[src/sv/jcb_pkg.sv]
// ----------------------------------------------------------------------------
// jcb_pkg
// Opcode selectors and constants for the compare and branch unit.
// ----------------------------------------------------------------------------
`default_nettype none
package jcb_pkg;
  localparam logic [31:0] NullRefReset = 32'hFFFF_FC18;
  localparam logic [31:0] LenShort = 32'd3;
  localparam logic [31:0] LenWide = 32'd5;

  typedef enum logic [4:0] {
    F_LCMP = 5'd0, F_FCMPL = 5'd1, F_FCMPG = 5'd2, F_DCMPL = 5'd3, F_DCMPG = 5'd4,
    F_IFEQ = 5'd5, F_IFNE = 5'd6, F_IFLT = 5'd7, F_IFGE = 5'd8, F_IFGT = 5'd9,
    F_IFLE = 5'd10,
    F_ICMPEQ = 5'd11, F_ICMPNE = 5'd12, F_ICMPLT = 5'd13, F_ICMPGE = 5'd14,
    F_ICMPGT = 5'd15, F_ICMPLE = 5'd16,
    F_ACMPEQ = 5'd17, F_ACMPNE = 5'd18, F_IFNULL = 5'd19, F_IFNONNULL = 5'd20,
    F_GOTO = 5'd21, F_GOTO_W = 5'd22, F_JSR = 5'd23, F_JSR_W = 5'd24
  } func_t;
endpackage
`default_nettype wire

[src/sv/jvm_compare_and_branch_unit.sv]
// ----------------------------------------------------------------------------
// jvm_compare_and_branch_unit
// One bytecode compare or branch per beat: three-way compares and next pc.
// ----------------------------------------------------------------------------
// channel  direction  signals
// in       sink       in_valid/in_ready, func pc value_deep value_top branch_offset
// out      source     out_valid/out_ready, next_pc taken push_valid push_value
// cfg      sink       cfg_valid/cfg_ready, cfg_data (null_ref)
// One beat per cycle if not stalled; registered result the cycle after acceptance.
// in_ready is high whenever the result register is empty or being drained.
// Synchronous reset empties the result register and sets null_ref to -1000.
// cfg_ready is always high.
`default_nettype none
module jvm_compare_and_branch_unit import jcb_pkg::*; (
  input  wire logic        clk,
  input  wire logic        rst,
  input  wire logic        in_valid,
  output logic             in_ready,
  input  wire logic [4:0]  func,
  input  wire logic [31:0] pc,
  input  wire logic [63:0] value_deep,
  input  wire logic [63:0] value_top,
  input  wire logic signed [31:0] branch_offset,
  output logic             out_valid,
  input  wire logic        out_ready,
  output logic [31:0]      next_pc,
  output logic             taken,
  output logic             push_valid,
  output logic [31:0]      push_value,
  input  wire logic        cfg_valid,
  output logic             cfg_ready,
  input  wire logic [31:0] cfg_data
);
  logic [31:0] null_ref;
  logic [31:0] v1l, v2l, off, br_pc, next_pc_next, push_next;
  logic taken_next, pv_next, cond, is_br;
  logic lt_l, eq_l, f_nan, f_eq, f_lt, d_nan, d_eq, d_lt, nan_g;
  logic [31:0] cmp3;

  // IEEE order from sign-magnitude: returns less-than for non-NaN, non-equal values
  function automatic logic flt32(logic [31:0] a, logic [31:0] b);
    if (a[31] != b[31]) return a[31];
    return a[31] ? (a[30:0] > b[30:0]) : (a[30:0] < b[30:0]);
  endfunction
  function automatic logic flt64(logic [63:0] a, logic [63:0] b);
    if (a[63] != b[63]) return a[63];
    return a[63] ? (a[62:0] > b[62:0]) : (a[62:0] < b[62:0]);
  endfunction

  assign cfg_ready = 1'b1;
  assign in_ready = !out_valid || out_ready;

  always_comb begin
    v1l = value_deep[31:0];
    v2l = value_top[31:0];
    off = branch_offset;
    br_pc = pc + off;
    lt_l = $signed(value_deep) < $signed(value_top);
    eq_l = value_deep == value_top;
    f_nan = (v1l[30:23] == 8'hFF && v1l[22:0] != '0) || (v2l[30:23] == 8'hFF && v2l[22:0] != '0);
    f_eq = (v1l == v2l) || (v1l[30:0] == '0 && v2l[30:0] == '0);
    f_lt = flt32(v1l, v2l);
    d_nan = (value_deep[62:52] == 11'h7FF && value_deep[51:0] != '0) ||
            (value_top[62:52] == 11'h7FF && value_top[51:0] != '0);
    d_eq = eq_l || (value_deep[62:0] == '0 && value_top[62:0] == '0);
    d_lt = flt64(value_deep, value_top);
    nan_g = (func == F_FCMPG) || (func == F_DCMPG);
    cmp3 = '0;
    unique case (func)
      F_LCMP: cmp3 = eq_l ? 32'd0 : (lt_l ? '1 : 32'd1);
      F_FCMPL, F_FCMPG:
        cmp3 = f_nan ? (nan_g ? 32'd1 : '1) : (f_eq ? 32'd0 : (f_lt ? '1 : 32'd1));
      F_DCMPL, F_DCMPG:
        cmp3 = d_nan ? (nan_g ? 32'd1 : '1) : (d_eq ? 32'd0 : (d_lt ? '1 : 32'd1));
      default: cmp3 = '0;
    endcase
    cond = 1'b0;
    is_br = 1'b1;
    unique case (func)
      F_IFEQ: cond = v2l == '0;
      F_IFNE: cond = v2l != '0;
      F_IFLT: cond = v2l[31];
      F_IFGE: cond = !v2l[31];
      F_IFGT: cond = !v2l[31] && v2l != '0;
      F_IFLE: cond = v2l[31] || v2l == '0;
      F_ICMPEQ, F_ACMPEQ: cond = v1l == v2l;
      F_ICMPNE, F_ACMPNE: cond = v1l != v2l;
      F_ICMPLT: cond = $signed(v1l) < $signed(v2l);
      F_ICMPGE: cond = $signed(v1l) >= $signed(v2l);
      F_ICMPGT: cond = $signed(v1l) > $signed(v2l);
      F_ICMPLE: cond = $signed(v1l) <= $signed(v2l);
      F_IFNULL: cond = v2l == null_ref;
      F_IFNONNULL: cond = v2l != null_ref;
      default: is_br = 1'b0;
    endcase
    next_pc_next = pc + 32'd1;
    taken_next = 1'b0;
    pv_next = 1'b0;
    push_next = '0;
    if (func <= F_DCMPG) begin
      pv_next = 1'b1;
      push_next = cmp3;
    end else if (is_br) begin
      taken_next = cond;
      next_pc_next = cond ? br_pc : pc + LenShort;
    end else if (func == F_GOTO || func == F_GOTO_W) begin
      taken_next = 1'b1;
      next_pc_next = br_pc;
    end else if (func == F_JSR || func == F_JSR_W) begin
      taken_next = 1'b1;
      pv_next = 1'b1;
      next_pc_next = br_pc;
      push_next = pc + ((func == F_JSR) ? LenShort : LenWide);
    end
  end

  always_ff @(posedge clk) begin
    if (rst) begin
      out_valid <= 1'b0;
      null_ref <= NullRefReset;
    end else begin
      if (cfg_valid) null_ref <= cfg_data;
      if (in_ready) out_valid <= in_valid;
    end
    if (in_valid && in_ready) begin
      next_pc <= next_pc_next;
      taken <= taken_next;
      push_valid <= pv_next;
      push_value <= push_next;
    end
  end
endmodule
`default_nettype wire

[config.mk]
export PLATFORM = sky130hd
export DESIGN_NAME = jvm_compare_and_branch_unit
export DESIGN_NICKNAME = d
export VERILOG_FILES = /design/src/sv/jcb_pkg.sv /design/src/sv/jvm_compare_and_branch_unit.sv
export SDC_FILE = /design/constraint.sdc
export NUM_CORES = 1
export LEC_CHECK = 0
export BUFFER_PORTS_ARGS = -buffer_cell sky130_fd_sc_hd__buf_2
export CORE_ASPECT_RATIO = 1.75
export CORE_UTILIZATION = 30
export DETAILED_ROUTE_END_ITERATION = 12
export GPL_TIMING_DRIVEN = 0
export PLACE_DENSITY = 0.52
export SETUP_SLACK_MARGIN = 0.15
export SYNTH_ARGS = -nofsm -noshare
export SYNTH_HDL_FRONTEND = slang
export SYNTH_SLANG_ARGS = --single-unit
[constraint.sdc]
create_clock -name clk -period 9.13 [get_ports clk]
set_input_delay 1.826 -clock clk [delete_from_list [all_inputs] [get_ports clk]]
set_output_delay 1.826 -clock clk [all_outputs]
set_load 0.02 [all_outputs]
==> results.toml, run 1 <==
[synthesis]
seq_area_frac_synth = 0.260
synth_area_leaders = "edfxtp_1, ha_1, dfxtp_1, xor2_1, xnor2_1"
async_reset_ff_frac = 0
yosysUniqueCellTypes = 78
ys_ff_latch = 99
synth_edf_count = 66
synth_cells = 1217
ys.flop_type = "edfxtp_1"
syn_avg_cell_area_um2 = 8.35
netlist_area_um2 = 10200
synth.top_cell.area_share = 0.195
syn_nets = 1552
yosys_warnings = 0
yosysTopAreaCell = "edfxtp_1"

[place]
gp_congestion = 0.956
dpl.hpwl_mm = 36.3
placed_cells = 1964
numPortBuffers = 296

[setup_path]
crit_path_top_delay_cell = "nor4_1"
cp_max_fo = 10
path_cells = "buf_2 -> nor4_1 -> nand4_1 -> o311ai_0 -> a2111oi_0 -> a31oi_1 -> nand2_1 -> nor4_1 -> clkbuf_1 -> a22oi_1 -> o31ai_1"
cp_data_arrival_time_ns = 5.86
crit_path_max_incr_delay_ns = 0.75
end_kind = "register"
rr_endpoint = "next_pc[24]"
rrSetupSlack_ns = 4.96
path_class = "in2reg"
rr_worst_depth = 10
path_buf_inv = 2
worst_r2r_startpoint = "null_ref[13]"
crit_family = "simple AND/OR/NAND/NOR gates"
worstPathRequired_ns = 9.29
cp-start-kind = "input port"
worst_path_most_repeated_cell = "nor4_1"

[pwr]
p_switching_w = 0.000572
p_clk_frac = 0.280
p_int_w = 0.000964
cellPowerDensity_nw_per_um2 = 122
combPwrFrac = 0.367
pwr-share-seq = 0.353
p_leak_nw = 5.56
swShare = 0.373
vdd_drop_max_uv = 118

[cells_and_area]
final_cells = 1982
nNetsFinal = 1860
seq_area_um2 = 2640
area_growth_pct = 23.6
fillers = 3553
multi_input_area_um2 = 6940
layout-drive-gt1-share = 0.227

[route]
vias = 10700
wl_per_cell_um = 21.5
wirelength_mm = 42.6
drt-pass1-iter-count = 5
postRouteAntennaNets = 0
drt_iter0_drc = 424
drcViolationCount = 0
via_per_inst = 5.39

[sta]
fin_tns_setup_ns = 0
report.final.slew_viol_count = 0
fmax_ghz = 0.175
tightest_slew_ns = 0.968
layout_min_cycle_time_ns = 5.70
setup_violations = 0
hold_violations = 0
final.period_utilization = 0.625
relSlewSlack = 0.349
rsz0062_at_grt = "false"
clock_skew_ns = 0.0132

[job]
drv_cap = 0

[clock_tree]
cts-resized-gates = 0
clock-root-buffer = "clkbuf_16"
cts.htree.levels = 3
postCtsSetupBuffers = 0
cts_made_buffers = 9
clk_pin_slew_ns = 0.08
clkLatencyLatePin_ns = 0.39
cts_tree = "done"
clock-sinks = 99
ctsHoldBuffers = 0
clock_path_buffers = 2

[die]
ios = 303
core_area_um2 = 33100
num_rows = 88
fp.dieW_um = 141
initial_utilization = 0.306
die_area_um2 = 34600
die_h_um = 245

[global_route]
grt_pass1_vias = 11000
grtUsageTotal = 0.247
overflow = 0
grt_pass1_wl_mm = 62.9
antenna_found_initial = 1
grt_start_max_net_pins = 45

[min_path]
worstHoldPathCells = 2
worstHoldStart = "null_ref[5]"
hold_end = "null_ref[5]"
hp-class = "reg2reg"

[run_status]
status = "complete, no violations"
[sequential cells by signal, summed over array words and instances (netlist names)]
signal and count:
next_pc 32, null_ref 32, out_valid 1, push_valid 1, push_value 32, taken 1
[cell families after synthesis]
logic type / count (synthesis) / share of synthesized area
AOI/OAI and AO/OA: 316 / 0.222
buffers and inverters: 144 / 0.0565
DFF: 99 / 0.260
adders and majority gates: 101 / 0.126
muxes: 12 / 0.0120
and+or+nand+nor: 429 / 0.224
other: 1 / 0.000369
xor gates and xnor gates: 115 / 0.0992
[worst max-delay path by stage]
stage                        startpoint          end  cells after the start
final                     value_top[29]  next_pc[24]                     11
after CTS                 value_top[23]  next_pc[24]                     11
after global routing      value_top[23]  next_pc[24]                     11
after global placement    value_top[23]  next_pc[24]                     11
after detailed placement  value_top[23]  next_pc[24]                     11
after floorplan           value_top[21]  next_pc[24]                     15
[through the flow]
| stage | total power (W) | utilization | hold slack, ns | area, um^2 | setup WS (ns) |
|---|---|---|---|---|---|
| global route | 0.00162 | 0.379 | 0.572 | 12600 | 3.34 |
| CTS | 0.00155 | 0.379 | 0.526 | 12500 | 3.66 |
| global placement | 0.00111 | 0.368 | 0.494 | 12200 | 3.36 |
| detailed placement | 0.00112 | 0.369 | 0.508 | 12200 | 3.27 |
| floorplan | 0.000887 | - | 0.481 | 10200 | 4.35 |
| finish | 0.00154 | 0.379 | 0.524 | 12600 | 3.43 |
[power groups by stage]
stage	clock (W)	sequential, W	combinational [W]
finish	0.000430	0.000542	0.000564
global route	0.000457	0.000545	0.000614
floorplan	0	0.000588	0.000299
CTS	0.000444	0.000542	0.000567
detailed placement	0	0.000552	0.000564
global placement	0	0.000554	0.000559
[synth_stat cells (all sizes together) (3+ instances only)]
master    n
a211o    27
a211oi    9
a21o     33
a21oi    63
a221o     8
a221oi    5
a22o      5
a22oi     7
a31oi    10
and2      8
and3     18
and4      8
buf      10
clkbuf   44
dfxtp    33
edfxtp   66
ha       99
inv      89
mux2i    11
nand2    81
nand2b   12
nand3    33
nand4    51
nor2     87
nor2b    36
nor3     28
nor3b     4
nor4     42
o2111ai  29
o211a     3
o211ai    9
o21a      5
o21ai    56
o21bai    5
o221ai    9
o22ai    10
o31ai     5
or2       7
or3       6
or4       3
xnor2    54
xor2     61
[routing by layer]
metal,global-route usage,routed length [um],up-vias
met5,0,0,-
met4,0.147,2380,0
met3,0.0467,2180,98
met2,0.504,24200,381
met1,0.217,13800,5003
li1,-,-,5192
[cells in the final DEF (no fill, tap or decap), types with 6 or more instances in the layout]
cell       synthesis  final
o21ai_0           51     51
inv_1             88     88
o221ai_1           9      9
or2_2              7      7
o22ai_1            7      7
clkbuf_1          44     44
clkbuf_16          0      9
and3_1            17     17
xnor2_1           54     54
or3_1              6      6
buf_2              0    296
o2111ai_1         29     29
ha_1              99     99
nand3_1           33     33
a21o_1            33     33
dfxtp_1           33     33
a211o_1           27     27
a21oi_1           63     63
nor2b_1           36     36
a31oi_1           10     10
a22oi_1            7      7
xor2_1            61     61
and4_1             8      8
nor4_1            40     40
mux2i_1           11     11
a211oi_1           9      9
nor3_1            28     28
nand2b_1          12     12
and2_1             8      7
nand2_1           80     80
edfxtp_1          66     66
a221o_1            8      8
nand4_1           49     49
nor2_1            87     87
o211ai_1           9      9
[worst register-to-register path, stage by stage, from the launching register on]
cell	delay, ns
dfxtp_1	0.32
xor2_1	0.18
nor4_1	0.62
nand4_1	0.28
o2111a_1	0.32
nor4_2	0.13
nand2_1	0.12
nor4_1	0.75
clkbuf_1	0.60
a22oi_1	0.23
o31ai_1	0.40
[cell type report]
class / count / share of cell area
Buffer: 54 / 0.0188
Inverter: 90 / 0.0269
Multi-Input combinational cell: 974 / 0.553
Tap cell: 450 / 0.0448
Antenna cell: 2 / 0.000399
Clock inverter: 7 / 0.00747
Clock buffer: 9 / 0.0179
Sequential cell: 99 / 0.210
Timing Repair Buffer: 297 / 0.120
Note: power is estimated with default switching activity, not from simulation.
==> run 2, diff against run 1 <==
- PLACE_DENSITY: 0.52 -> 0.54
- clock period: 9.13 -> 5 ns (I/O delays scaled with it)
==> results.toml, run 2 (same netlist as run 1, synthesis figures left out) <==
[run_status]
status = "complete, no violations"

[global_route]
antenna_found_initial = 3
grt_pass1_vias = 10600
grtUsageTotal = 0.224
overflow = 0
grt_pass1_wl_mm = 58.5
grt_start_max_net_pins = 55

[die]
initial_utilization = 0.306
fp.dieW_um = 141
ios = 303
die_area_um2 = 34600
core_area_um2 = 33100
die_h_um = 245
num_rows = 88

[route]
via_per_inst = 5.30
drt_iter0_drc = 565
postRouteAntennaNets = 0
drt-pass1-iter-count = 5
drcViolationCount = 0
wirelength_mm = 38.5
wl_per_cell_um = 19.4
vias = 10500

[sta]
fmax_ghz = 0.221
fin_tns_setup_ns = 0
layout_min_cycle_time_ns = 4.53
tightest_slew_ns = 0.771
relSlewSlack = 0.481
hold_violations = 0
hold_slack_ns = 0.522
clock_skew_ns = 0.0158
setup_violations = 0
rsz0062_at_grt = "false"
final.period_utilization = 0.905
final.setup.worst_slack_ns = 0.473
report.final.slew_viol_count = 0

[clock_tree]
clkLatencyLatePin_ns = 0.38
ctsHoldBuffers = 0
clock-sinks = 99
cts.htree.levels = 3
clock-root-buffer = "clkbuf_16"
clk_pin_slew_ns = 0.08
cts_tree = "done"
cts_made_buffers = 9
clock_path_buffers = 2

[cells_and_area]
mostFrequentLayoutCell = "buf_2"
area_growth_pct = 23.5
mostFrequentLayoutCells = "buf_2, ha_1, inv_1, nor2_1, nand2_1"
layout-drive-gt1-share = 0.227
reg_top3 = "next_pc x32, null_ref x32, push_value x32"
nNetsFinal = 1860
utilization = 0.378
fillers = 3526

[setup_path]
worst_path_most_repeated_cell = "nor4_2"
path_cells = "buf_2 -> inv_1 -> ha_1 -> nand4_2 -> nor4_4 -> and3_4 -> mux2i_1 -> nor4_2 -> nand2_1 -> nor4_2 -> clkbuf_1 -> o31ai_1 -> o22ai_1 -> a21oi_1"
critPathLaunch = "value_top[18]"
cp_data_arrival_time_ns = 4.63
cp_max_fo = 10
worst_r2r_startpoint = "null_ref[0]"
path_buf_inv = 3
crit_path_top_delay_cell = "clkbuf_1"
cp-start-kind = "input port"
end_kind = "register"
worstPathRequired_ns = 5.10
path_class = "in2reg"
crit_path_max_incr_delay_ns = 0.60
crit_family = "simple AND/OR/NAND/NOR gates"

[place]
pre_cts_slack_ns = -0.113
dpl.hpwl_mm = 32.7
numPortBuffers = 296
gp_congestion = 0.930

[pwr]
combPwrFrac = 0.372
p_int_w = 0.00172
pwr-share-seq = 0.365
finalPower_w = 0.00272
p_clk_frac = 0.263
p_leak_nw = 5.56
swShare = 0.367
vdd_drop_max_uv = 180
p_switching_w = 0.000997
cellPowerDensity_nw_per_um2 = 217

[min_path]
hp-class = "reg2reg"
worstHoldStart = "null_ref[6]"

[job]
drv_cap = 0
run 2: worst min-delay path, delay by kind of cell (launching register included):
| kind | cells | cell delay (ns) |
|---|---|---|
| multiplexers | 1 | 0.07 |
| AND/OR/NAND/NOR | 1 | 0.07 |
| flip-flops | 1 | 0.35 |
run 2: layout make-up:
type	instances	area, um^2	area share
Timing Repair Buffer	297	1510	0.120
Clock buffer	10	239	0.0191
Sequential cell	99	2640	0.211
Tap cell	450	563	0.0449
Multi-Input combinational cell	974	6950	0.554
Clock inverter	6	60.1	0.00479
Antenna cell	2	5.00	0.000399
Inverter	90	338	0.0269
Buffer	54	236	0.0189
run 2: timing repair:
| action | CTS | global route |
|---|---|---|
| gates resized for setup | 0 | 1 |
| setup endpoints to repair | 0 | 5 |
| setup buffers | 0 | 0 |
run 2: path summary, 6_finish.rpt:
| path | to | depth (start not counted) | slack, ns |
|---|---|---|---|
| hold / removal | null_ref[6] | 2 | 0.52 |
| setup reg to reg | next_pc[12] | 11 | 1.16 |
| hold reg to reg | null_ref[6] | 2 | 0.52 |
| setup / recovery | next_pc[12] | 14 | 0.47 |
run 2: power groups by stage:
stage	combinational (W)	sequential (W)	clock, W
CTS	0.00101	0.000993	0.000732
floorplan	0.000546	0.00107	0
global placement	0.000995	0.00101	0
detailed placement	0.00101	0.00101	0
global route	0.00111	0.000999	0.000758
finish	0.00101	0.000991	0.000715
run 2: layer usage:
layer / track usage / vias up / part of all wire
met1: 0.247 / 4885 / 0.39
met3: 0.0343 / 88 / 0.048
met2: 0.406 / 348 / 0.51
met4: 0.123 / 0 / 0.051
met5: 0 / - / 0
li1: - / 5192 / -
run 2: through the flow:
stage	instances	area, um^2
2_1_floorplan	1217	10200
3_3_place_gp	1963	12200
3_5_place_dp	1964	12200
4_1_cts	1980	12500
5_1_grt	1981	12500
6_report	1982	12500
